`config.mk`:
```
export PLATFORM = sky130hd
export DESIGN_NAME = rotary_encoder_position_tracker
export DESIGN_NICKNAME = d
export VERILOG_FILES = /design/src/hw/rtl/rept_pkg.sv /design/src/hw/rtl/rept_ctrl.sv /design/src/hw/rtl/rept_dp.sv /design/src/hw/rtl/rotary_encoder_position_tracker.sv
export SDC_FILE = /design/constraint.sdc
export NUM_CORES = 2
export LEC_CHECK = 0
export ABC_AREA = 1
export BUFFER_PORTS_ARGS = -buffer_cell sky130_fd_sc_hd__buf_2
export CORE_MARGIN = 8
export CORE_UTILIZATION = 45
export DETAILED_ROUTE_END_ITERATION = 10
export PLACE_DENSITY = 0.58
export SETUP_SLACK_MARGIN = 0.5
export SLEW_MARGIN = 0
export SYNTH_ARGS = -nofsm -noshare
export SYNTH_HDL_FRONTEND = slang
export SYNTH_HIERARCHICAL = 1
export SYNTH_SLANG_ARGS = --single-unit
```
`constraint.sdc`:
```
create_clock -name clock -period 10.8 [get_ports clock]
set_input_delay 1.08 -clock clock [delete_from_list [all_inputs] [get_ports clock]]
set_output_delay 1.08 -clock clock [all_outputs]
set_load 0.02 [all_outputs]
```
`src/hw/rtl/rept_pkg.sv`:
```
// Package for the rotary encoder position tracker.
// Holds command and mode codes, register indexes, reset values and the
// controller-to-datapath command and status types. No dependencies.
`timescale 1ns / 1ps

package rept_pkg;

   // Request command codes.
   localparam logic [1:0] CMD_SAMPLE = 2'd0;
   localparam logic [1:0] CMD_READ   = 2'd1;
   localparam logic [1:0] CMD_TOGGLE = 2'd2;

   // Range mode codes.
   localparam logic [1:0] MODE_PLAIN = 2'd0;
   localparam logic [1:0] MODE_CLAMP = 2'd1;
   localparam logic [1:0] MODE_WRAP  = 2'd2;

   // Configuration register indexes.
   localparam logic [1:0] CSR_RANGE_MODE = 2'd0;
   localparam logic [1:0] CSR_BOUND_LOW  = 2'd1;
   localparam logic [1:0] CSR_BOUND_HIGH = 2'd2;
   localparam logic [1:0] CSR_STEP_SIZE  = 2'd3;

   // Register reset values.
   localparam logic [1:0]         RANGE_MODE_RST = MODE_PLAIN;
   localparam logic signed [31:0] BOUND_LOW_RST  = 32'sd0;
   localparam logic signed [31:0] BOUND_HIGH_RST = 32'sd100;
   localparam logic signed [15:0] STEP_SIZE_RST  = 16'sd1;

   localparam logic signed [31:0] S32_MAX = 32'sh7FFF_FFFF;
   localparam logic signed [31:0] S32_MIN = 32'sh8000_0000;

   // The wrap remainder is found one quotient bit per cycle.
   localparam int DIV_STEPS = 32;
   localparam int DIV_CNT_W = $clog2(DIV_STEPS);
   localparam logic [DIV_CNT_W-1:0] DIV_LAST = DIV_CNT_W'(DIV_STEPS - 1);

   typedef struct packed {
      logic sample;    // apply a pin sample word
      logic toggle;    // flip listening, clear count
      logic read;      // capture start, form product, clear count
      logic sum;       // saturated start plus product
      logic order;     // put the bounds in order
      logic setup;     // prepare the remainder search
      logic div_step;  // one restoring remainder step
      logic finish;    // shape the value into the output register
   } rept_cmd_type;

   typedef struct packed {
      logic wrap_mode;
   } rept_status_type;

endpackage

```
`src/hw/rtl/rept_ctrl.sv`:
```
// Controller state machine of the rotary encoder position tracker.
// Sequences a read through the datapath and owns the handshake flags.
// Depends on rept_pkg.
`timescale 1ns / 1ps

module rept_ctrl (
   input  logic                     clock,
   input  logic                     reset,
   input  logic                     req_valid,
   input  logic [1:0]               req_command,
   output logic                     req_stall,
   output logic                     rsp_valid,
   input  logic                     rsp_stall,
   input  rept_pkg::rept_status_type status,
   output rept_pkg::rept_cmd_type   cmd
);

   typedef enum logic [2:0] {
      ST_IDLE,
      ST_SUM,
      ST_ORDER,
      ST_SETUP,
      ST_DIV,
      ST_FIN
   } state_type;

   state_type                      state_ff, state_in;
   logic [rept_pkg::DIV_CNT_W-1:0] div_cnt_ff, div_cnt_in;
   logic                           rsp_valid_ff, rsp_valid_in;

   always_comb begin
      state_in     = state_ff;
      div_cnt_in   = div_cnt_ff;
      rsp_valid_in = rsp_valid_ff && rsp_stall;
      cmd          = '0;
      unique case (state_ff)
         ST_IDLE: begin
            if (req_valid) begin
               unique case (req_command)
                  rept_pkg::CMD_SAMPLE: cmd.sample = 1'b1;
                  rept_pkg::CMD_TOGGLE: cmd.toggle = 1'b1;
                  rept_pkg::CMD_READ: begin
                     cmd.read = 1'b1;
                     state_in = ST_SUM;
                  end
                  default: ;
               endcase
            end
         end
         ST_SUM: begin
            cmd.sum  = 1'b1;
            state_in = ST_ORDER;
         end
         ST_ORDER: begin
            cmd.order = 1'b1;
            state_in  = status.wrap_mode ? ST_SETUP : ST_FIN;
         end
         ST_SETUP: begin
            cmd.setup  = 1'b1;
            div_cnt_in = '0;
            state_in   = ST_DIV;
         end
         ST_DIV: begin
            cmd.div_step = 1'b1;
            div_cnt_in   = div_cnt_ff + 1'b1;
            if (div_cnt_ff == rept_pkg::DIV_LAST) begin
               state_in = ST_FIN;
            end
         end
         ST_FIN: begin
            // Wait here until the output register is free.
            if (!rsp_valid_ff || !rsp_stall) begin
               cmd.finish   = 1'b1;
               rsp_valid_in = 1'b1;
               state_in     = ST_IDLE;
            end
         end
         default: state_in = ST_IDLE;
      endcase
   end

   always_ff @(posedge clock) begin
      if (reset) begin
         state_ff     <= ST_IDLE;
         div_cnt_ff   <= '0;
         rsp_valid_ff <= 1'b0;
      end else begin
         state_ff     <= state_in;
         div_cnt_ff   <= div_cnt_in;
         rsp_valid_ff <= rsp_valid_in;
      end
   end

   assign req_stall = (state_ff != ST_IDLE);
   assign rsp_valid = rsp_valid_ff;

endmodule

```
`src/hw/rtl/rept_dp.sv`:
```
// Datapath of the rotary encoder position tracker: configuration
// registers, step counter, multiply, saturating add, bound shaping and
// a bit-serial remainder unit. Depends on rept_pkg.
`timescale 1ns / 1ps

module rept_dp (
   input  logic                      clock,
   input  logic                      reset,
   input  logic                      csr_write_enable,
   input  logic [1:0]                csr_index,
   input  logic [31:0]               csr_write_data,
   input  logic                      req_clk_level,
   input  logic                      req_dt_level,
   input  logic signed [31:0]        req_start_position,
   output logic signed [31:0]        rsp_position,
   input  rept_pkg::rept_cmd_type    cmd,
   output rept_pkg::rept_status_type status
);

   logic [1:0]         range_mode_ff;
   logic signed [31:0] bound_low_ff;
   logic signed [31:0] bound_high_ff;
   logic signed [15:0] step_size_ff;

   logic signed [31:0] step_count_ff, step_count_in;
   logic               last_clk_ff, last_clk_in;
   logic               listening_ff, listening_in;

   logic signed [31:0] start_ff;
   logic signed [47:0] prod_ff;
   logic signed [31:0] val_ff;
   logic signed [31:0] lo_ff, hi_ff;
   logic [31:0]        mag_ff, rem_ff, period_ff;
   logic               neg_ff;
   logic signed [31:0] position_ff, position_in;

   logic signed [31:0] prod_sat;
   logic signed [32:0] sum_wide;
   logic signed [31:0] sum_sat;
   logic signed [32:0] diff_wide;
   logic [32:0]        div_trial;
   logic [31:0]        wrap_r;

   // Configuration writes.
   always_ff @(posedge clock) begin
      if (reset) begin
         range_mode_ff <= rept_pkg::RANGE_MODE_RST;
         bound_low_ff  <= rept_pkg::BOUND_LOW_RST;
         bound_high_ff <= rept_pkg::BOUND_HIGH_RST;
         step_size_ff  <= rept_pkg::STEP_SIZE_RST;
      end else if (csr_write_enable) begin
         unique case (csr_index)
            rept_pkg::CSR_RANGE_MODE: range_mode_ff <= csr_write_data[1:0];
            rept_pkg::CSR_BOUND_LOW:  bound_low_ff  <= csr_write_data;
            rept_pkg::CSR_BOUND_HIGH: bound_high_ff <= csr_write_data;
            rept_pkg::CSR_STEP_SIZE:  step_size_ff  <= csr_write_data[15:0];
            default: ;
         endcase
      end
   end

   // Encoder tracking state.
   always_comb begin
      step_count_in = step_count_ff;
      last_clk_in   = last_clk_ff;
      listening_in  = listening_ff;
      if (cmd.sample && listening_ff) begin
         if (!last_clk_ff && req_clk_level) begin
            if (req_dt_level) begin
               if (step_count_ff != rept_pkg::S32_MAX) begin
                  step_count_in = step_count_ff + 32'sd1;
               end
            end else if (step_count_ff != rept_pkg::S32_MIN) begin
               step_count_in = step_count_ff - 32'sd1;
            end
         end
         last_clk_in = req_clk_level;
      end else if (cmd.toggle) begin
         listening_in  = !listening_ff;
         last_clk_in   = 1'b0;
         step_count_in = '0;
      end else if (cmd.read) begin
         step_count_in = '0;
      end
   end

   always_ff @(posedge clock) begin
      if (reset) begin
         step_count_ff <= '0;
         last_clk_ff   <= 1'b0;
         listening_ff  <= 1'b0;
      end else begin
         step_count_ff <= step_count_in;
         last_clk_ff   <= last_clk_in;
         listening_ff  <= listening_in;
      end
   end

   // The product fits 32 bits only when its top 17 bits agree.
   always_comb begin
      if ((&prod_ff[47:31]) || !(|prod_ff[47:31])) begin
         prod_sat = prod_ff[31:0];
      end else begin
         prod_sat = prod_ff[47] ? rept_pkg::S32_MIN : rept_pkg::S32_MAX;
      end
      sum_wide = {start_ff[31], start_ff} + {prod_sat[31], prod_sat};
      if (sum_wide[32] != sum_wide[31]) begin
         sum_sat = sum_wide[32] ? rept_pkg::S32_MIN : rept_pkg::S32_MAX;
      end else begin
         sum_sat = sum_wide[31:0];
      end
      diff_wide = {val_ff[31], val_ff} - {lo_ff[31], lo_ff};
      div_trial = {rem_ff, mag_ff[31]};
   end

   // Read pipeline and remainder unit.
   always_ff @(posedge clock) begin
      if (cmd.read) begin
         start_ff <= req_start_position;
         prod_ff  <= 48'(step_count_ff) * 48'(step_size_ff);
      end
      if (cmd.sum) begin
         val_ff <= sum_sat;
      end
      if (cmd.order) begin
         if (bound_low_ff > bound_high_ff) begin
            lo_ff <= bound_high_ff;
            hi_ff <= bound_low_ff;
         end else begin
            lo_ff <= bound_low_ff;
            hi_ff <= bound_high_ff;
         end
      end
      if (cmd.setup) begin
         // The period and the distance magnitude are below 2^32; the period is zero only for equal bounds.
         neg_ff    <= diff_wide[32];
         mag_ff    <= diff_wide[32] ? 32'(-diff_wide) : diff_wide[31:0];
         period_ff <= 32'(hi_ff - lo_ff);
         rem_ff    <= '0;
      end
      if (cmd.div_step) begin
         mag_ff <= {mag_ff[30:0], 1'b0};
         if (div_trial >= {1'b0, period_ff}) begin
            rem_ff <= 32'(div_trial - {1'b0, period_ff});
         end else begin
            rem_ff <= div_trial[31:0];
         end
      end
      position_ff <= position_in;
   end

   // Shaping. With distinct bounds a wrap result lies in (lo, hi], so a zero remainder maps to the period.
   always_comb begin
      if (rem_ff == '0) begin
         wrap_r = period_ff;
      end else if (neg_ff) begin
         wrap_r = period_ff - rem_ff;
      end else begin
         wrap_r = rem_ff;
      end
      position_in = position_ff;
      if (cmd.finish) begin
         case (range_mode_ff)
            rept_pkg::MODE_CLAMP: begin
               if (lo_ff == hi_ff) begin
                  position_in = lo_ff;
               end else if (val_ff >= hi_ff) begin
                  position_in = hi_ff - 32'sd1;
               end else if (val_ff <= lo_ff) begin
                  position_in = lo_ff + 32'sd1;
               end else begin
                  position_in = val_ff;
               end
            end
            rept_pkg::MODE_WRAP: begin
               if (lo_ff == hi_ff) begin
                  position_in = lo_ff;
               end else begin
                  position_in = lo_ff + $signed(wrap_r);
               end
            end
            default: position_in = val_ff;
         endcase
      end
   end

   assign rsp_position     = position_ff;
   assign status.wrap_mode = (range_mode_ff == rept_pkg::MODE_WRAP);

endmodule

```
`src/hw/rtl/rotary_encoder_position_tracker.sv`:
```
// Rotary encoder position tracker, top level. Pin sample and toggle words are
// accepted back to back. A read word stalls the input through the sum, order and
// finish states, in wrap mode also through setup and the 32-step bit-serial
// remainder unit, and finish waits while a result is still stalled at the output;
// its result waits in an output register while new words are accepted. Synchronous
// reset clears the count, listening and output valid and restores register defaults.
`timescale 1ns / 1ps

module rotary_encoder_position_tracker (
   input  logic               clock,
   input  logic               reset,
   input  logic               csr_write_enable,
   input  logic [1:0]         csr_index,
   input  logic [31:0]        csr_write_data,
   input  logic               req_valid,
   output logic               req_stall,
   input  logic [1:0]         req_command,
   input  logic               req_clk_level,
   input  logic               req_dt_level,
   input  logic signed [31:0] req_start_position,
   output logic               rsp_valid,
   input  logic               rsp_stall,
   output logic signed [31:0] rsp_position
);

   rept_pkg::rept_cmd_type    cmd;
   rept_pkg::rept_status_type status;

   rept_ctrl u_ctrl (
      .clock       (clock),
      .reset       (reset),
      .req_valid   (req_valid),
      .req_command (req_command),
      .req_stall   (req_stall),
      .rsp_valid   (rsp_valid),
      .rsp_stall   (rsp_stall),
      .status      (status),
      .cmd         (cmd)
   );

   rept_dp u_dp (
      .clock              (clock),
      .reset              (reset),
      .csr_write_enable   (csr_write_enable),
      .csr_index          (csr_index),
      .csr_write_data     (csr_write_data),
      .req_clk_level      (req_clk_level),
      .req_dt_level       (req_dt_level),
      .req_start_position (req_start_position),
      .rsp_position       (rsp_position),
      .cmd                (cmd),
      .status             (status)
   );

endmodule

```
# Yosys cells after proc, flatten, opt, wreduce, memory -nomap -nowiden
# Cells that the tools add are included.
# word_totals
regBits,430
latch_bits,0
ramBits,0
mem_bits_ro,0
output_inout_bits,34
wordCells,139
n_memories,0
# op_classes
add_sub_neg,12
n_mul,1
div,0
order_cmp,4
n_eq_ne,24
shift,0
mux,48
bitwise,1
reduce_logical,28
# op_table
operator,count
2-to-1 mux 32 bit,25
subtractor 32 bit,3
"adder 32 x 2 -> 32 bit, second input constant",2
"inequality test 32 bit, second input constant",2
case mux 32 bit (2 select lines),1
"subtractor 32 x 2 -> 32 bit, second input constant",2
multiplier 32 x 16 -> 48 bit,1
adder 32 x 32 -> 33 bit,1
>= comparator 33 x 32 -> 1 bit,1
subtractor 32 x 32 -> 33 bit,1
adder 32 bit,1
== test 32 bit,1
>= comparator 32 bit,1
> comparator 32 bit,1
less-or-equal comparator 32 bit,1
zero test 32 bit,1
negation 32 bit,1
2-to-1 mux 3 bit,7
case mux 3 bit (6 select lines),1
AND reduction 17 bit,1
OR reduction 17 bit,1
2-to-1 mux 1 bit,13
case mux 5 bit (2 select lines),1
AND reduction 2 bit,5
other kinds (20),43

# Logic depth before layout (Yosys ltp)
# depth
ltp_word,7
mapped_depth,32

# Modules after synthesis
# The synthesis kept the hierarchy.
# by_module_without_submodules
mod,instances,cells_each,area_each_um2,seq_area_each_um2
rept_dp,1,7293,53341.2,11471.0
rept_ctrl,1,72,470.5,180.2

# Worst setup path after synthesis
# OpenSTA, ideal clock, no wires.
# synth_timing
path_type,input to register
startpoint,in req_command[1]
endpoint,reg u_dp.step_count_ff[10]
setup_time_ps,70
arrival_ps,7887
required_time_ps,10730
setup_slack_ps,2844
path_stages,6
path_buffers,1
path_cell_list,nor3_1 > o21ai_0 > nand2_1 > clkbuf_1 > o21ai_0 > a21oi_1
# synth_between
elab_chain_len,7
word_cells_on_any_way,16
classes_between,5 x eq/ne; 7 x mux; 4 x reduce/logical
# synth_rtl
item,line_no,text
"start, declared",rotary_encoder_position_tracker.sv:17,"input logic [1:0] req_command,"
zero test 2 bit,rept_ctrl.sv:39,unique case (req_command)
2-to-1 mux 1 bit,rept_ctrl.sv:39,
2-to-1 mux 3 bit *,rept_ctrl.sv:38,if (req_valid) begin
2-to-1 mux 3 bit *,rept_ctrl.sv:36,unique case (state_ff)
logical AND 1 bit,rept_dp.sv:67,if (cmd.sample && listening_ff) begin
inequality test 3 bit (no line) (tied with other cells),n/a,
AND reduction 4 bit (no line),n/a,
"end signal, assigned",rept_dp.sv:93,step_count_ff <= step_count_in;
"end, declared",rept_dp.sv:25,"logic signed [31:0] step_count_ff, step_count_in;"
# Mark *: on every way between the ends. The rest lies on a longest branch, timed or not.
# A chain may end at the register's enable or synchronous reset.

# Worst setup path in the final report
# layout_timing
startpoint,reg u_dp.step_size_ff[4]
endpoint,"reg u_dp.prod_ff[47], data pin"
# layout_between
elab_chain_len,1
# layout_rtl
item,line_no,text
"start, declared",rept_dp.sv:23,logic signed [15:0] step_size_ff;
"start signal, assigned",rept_dp.sv:50,step_size_ff <= rept_pkg::STEP_SIZE_RST;
"start signal, assigned",rept_dp.sv:56,rept_pkg::CSR_STEP_SIZE: step_size_ff <= csr_write_data[15:0];
multiplier 32 x 16 -> 48 bit,rept_dp.sv:120,prod_ff <= 48'(step_count_ff) * 48'(step_size_ff);
"end signal, assigned",rept_dp.sv:120,
"end, declared",rept_dp.sv:30,logic signed [47:0] prod_ff;
# Every way passes these cells.

==> results.toml <==
[synth]
synth_async_sr_flop_share_pct = 0
synth_edf_count = 304
yosysUniqueCellTypes = 67
avgSynthCellArea_um2 = 7.306
synth_area_um2 = 53810
synth_ff_type = "edfxtp_1"
seq_area_frac_synth_pct = 21.65
yosysWarnings = 6
syn-instance-count = 7365
ys_seq_elements = 430
syn-num-nets = 8337

[detailed_routing]
firstDrtPassIters = 6
wl_mm = 178.3
ant_nets = 0
vias = 47800
vias_per_cell = 5.318
first_iter_violations = 3831
wire_per_inst_um = 19.84
route.detailed.drc = 0

[power_and_ir_drop]
internal_power_mw = 3.718
comb_power_share_pct = 37.6
irDropWorstVdd_v = 0.0001046
switchingPower_mw = 2.611
p_leak_nw = 29.00
pwr-share-clk_pct = 28.2
sw_frac_of_total_pct = 41.26
powerDensity_nw_per_um2 = 110.1
seqPwrFrac_pct = 34.1

[timing]
fmax_mhz = 147.5
slew_viol_final = 0
final.setup.tns_ns = 0
rsz0062_at_grt = "false"
max_slew_margin_pct = 19.88
hold_ws_ns = 0.4605
skew_ns = 0.03722
worst_slew_pin_slew_ns = 1.201
finalCritPeriodShare_pct = 62.76
finalHoldViolCount = 0
final.min_clock_period_ns = 6.779
setup_viol = 0

[clock_tree]
clock_path_buffers = 3
cts_made_buffers = 52
cts_tree = "built"
hold_buffers = 0
htreeDepth = 2
postCtsSetupBuffers = 0
cts.reportedPaths.clkPinSlew_ns = 0.06
clock-root-buffer = "clkbuf_16"
clk_latency_ns = 0.66
cts-resized-gates = 0
clock_sinks = 430

[floorplanning]
initial_core_util_pct = 45.09
ios = 109
fp.dieH_um = 361.8
coreArea_um2 = 119300
die_area_um2 = 130900
num_rows = 127
die_w_um = 361.8

[worst_hold_path]
hold-path-endpoint = "u_dp/last_clk_ff"
whs_path_depth = 2
hp-class = "reg2reg"
min_from = "u_dp/last_clk_ff"

[grt]
track_usage_pct = 26.58
grt_max_degree = 83
antenna_found_initial = 4
grt_pass1_vias = 46970
grt_overflow = 0
grt_pass1_wl_mm = 273.5

[place]
io_buffers = 108
gp_congestion = 0.9609
dp_hpwl_mm = 143.2
dp.cells = 8887

[critical_path]
worstPathRequired_ns = 11.16
worstPathMaxFanout = 33
crit-reg2reg-launch = "u_dp/step_size_ff[4]"
ff2ff_setup_slack_ns = 4.02
r2r_end = "u_dp/prod_ff[47]"
critPathKind = "reg2reg"
start_kind = "flip-flop"
r2r_cells = 17
critPathCaptureType = "flip-flop"
critPathArrivalTime_ns = 7.14

[cells_and_area]
drive_gt1_share_pct = 4.979
mostFrequentLayoutCell = "nand2_1"
nets = 8301
final_cell_mix = "1,772 x nand2_1, 1,465 x inv_1, 579 x a21oi_1"
finalNonFillerCells = 8988
post-route-util_pct = 48.17
area_growth_pct = 6.829

[outcome]
status = "completed"

[run]
drv_cap = 0
-- final cells by class --
type | instances | area, um^2
Fill cell | 12050 | 61850
Multi-Input combinational cell | 5196 | 35530
Sequential cell | 430 | 11660
Inverter | 1487 | 5582
Tap cell | 1612 | 2017
Clock buffer | 65 | 1391
Timing Repair Buffer | 162 | 945.9
Clock inverter | 31 | 342.8
Antenna cell | 5 | 12.51
-- per-layer routing --
metal  vias to the layer above  routed length, um  GRT usage, %
met3                       336               8716         2.621
met4                         2               8397         11.38
met2                      1391              86840         46.54
li1                      23240                  -             -
met5                         -                 13             0
met1                     22830              74350         33.38
-- state kept, by name (all words and copies together), names as in the netlist --
register	flops
u_dp/period_ff	32
u_dp/step_count_ff	32
u_dp/step_size_ff	16
u_dp/bound_low_ff	32
u_dp/prod_ff	48
u_dp/listening_ff	1
u_dp/neg_ff	1
u_dp/rem_ff	32
u_ctrl/state_ff	3
u_ctrl/div_cnt_ff	5
u_dp/start_ff	32
u_dp/last_clk_ff	1
u_dp/hi_ff	32
u_ctrl/rsp_valid	1
u_dp/lo_ff	32
u_dp/rsp_position	32
u_dp/bound_high_ff	32
u_dp/range_mode_ff	2
u_dp/mag_ff	32
u_dp/val_ff	32
-- power by group through the flow --
stage	logic, mW	clock network, mW	registers, mW
after global routing	2.67	1.89	2.16
after global placement	2.34	0	2.19
final	2.38	1.79	2.16
after floorplan	1.76	0	2.06
after detailed placement	2.36	0	2.19
after CTS	2.37	1.83	2.15
-- per-stage QoR --
step	power, mW	setup WS (ns)	instance area (um^2)
after global routing	6.721	3.736	57480
after CTS	6.356	4.046	57470
after detailed placement	4.543	4.059	55740
after floorplan	3.813	2.844	53810
after global placement	4.530	4.078	55740
final	6.329	4.021	57490
-- worst max-delay path, stage by stage (launching register included) --
cell      delay, ns
dfxtp_2        0.95
nand2_1        0.32
fa_1           0.60
inv_1          0.07
fa_1           0.82
fa_1           0.53
fa_1           0.54
inv_1          0.05
fa_1           0.47
inv_1          0.05
fa_1           0.44
ha_1           0.36
a21oi_1        0.26
o21bai_1       0.10
a221oi_1       0.49
nand3_1        0.13
a31oi_1        0.20
xor2_1         0.09
-- kinds of logic (layout without fill, tap and decap cells) --
| logic type | after synthesis | in the layout | synth area share, % |
|---|---|---|---|
| AO/OA/AOI/OAI | 1285 | 1285 | 12.97 |
| XOR/XNOR | 239 | 239 | 3.932 |
| adder cells (fa/ha/maj) | 897 | 897 | 27.73 |
| buffers and inverters | 1739 | 1745 | 12.40 |
| flip-flops | 430 | 430 | 21.65 |
| other | 0 | 5 | 0 |
| AND/OR/NAND/NOR | 2775 | 2775 | 21.31 |
-- how the worst max path moves through the flow --
stage | depth (start not counted) | startpoint | end | slack, ns
floorplan | 6 | req_command[1] | u_dp/step_count_ff[10] | 2.84
global placement | 17 | u_dp/step_size_ff[1] | u_dp/prod_ff[47] | 4.08
detailed placement | 17 | u_dp/step_size_ff[4] | u_dp/prod_ff[47] | 4.06
CTS | 17 | u_dp/step_size_ff[4] | u_dp/prod_ff[47] | 4.05
global route | 23 | u_dp/step_count_ff[9] | u_dp/prod_ff[34] | 3.74
finish | 17 | u_dp/step_size_ff[4] | u_dp/prod_ff[47] | 4.02
-- synthesized netlist by cell type, drive strengths merged (2+ instances only) --
cell type | instances | area (um^2)
o221ai | 7 | 61.31
nand3b | 13 | 97.59
o21a | 20 | 150.1
a22oi | 18 | 135.1
clkbuf | 187 | 701.9
clkinv | 4 | 15.01
nor4 | 52 | 337.8
a21oi | 583 | 2925
fa | 493 | 9869
nor3b | 3 | 22.52
a31oi | 26 | 162.7
a22o | 2 | 17.52
a21boi | 13 | 120.1
nand2 | 1797 | 6810
nand3 | 227 | 1166
buf | 65 | 387.9
edfxtp | 304 | 9129
a221oi | 4 | 35.03
nor3 | 66 | 365.3
o211ai | 31 | 242.7
nor2 | 508 | 1987
o21bai | 16 | 120.1
xnor2 | 83 | 742.0
a211oi | 7 | 52.55
and3 | 5 | 31.28
o31ai | 5 | 37.54
o21ai | 512 | 2589
a21o | 28 | 210.2
ha | 404 | 5055
o2111ai | 4 | 35.03
and2 | 7 | 43.79
or2 | 10 | 62.57
dfxtp | 126 | 2522
inv | 1483 | 5567
nand4 | 85 | 531.8
xor2 | 156 | 1374
No activity file was read; power rests on OpenSTA's default activity.
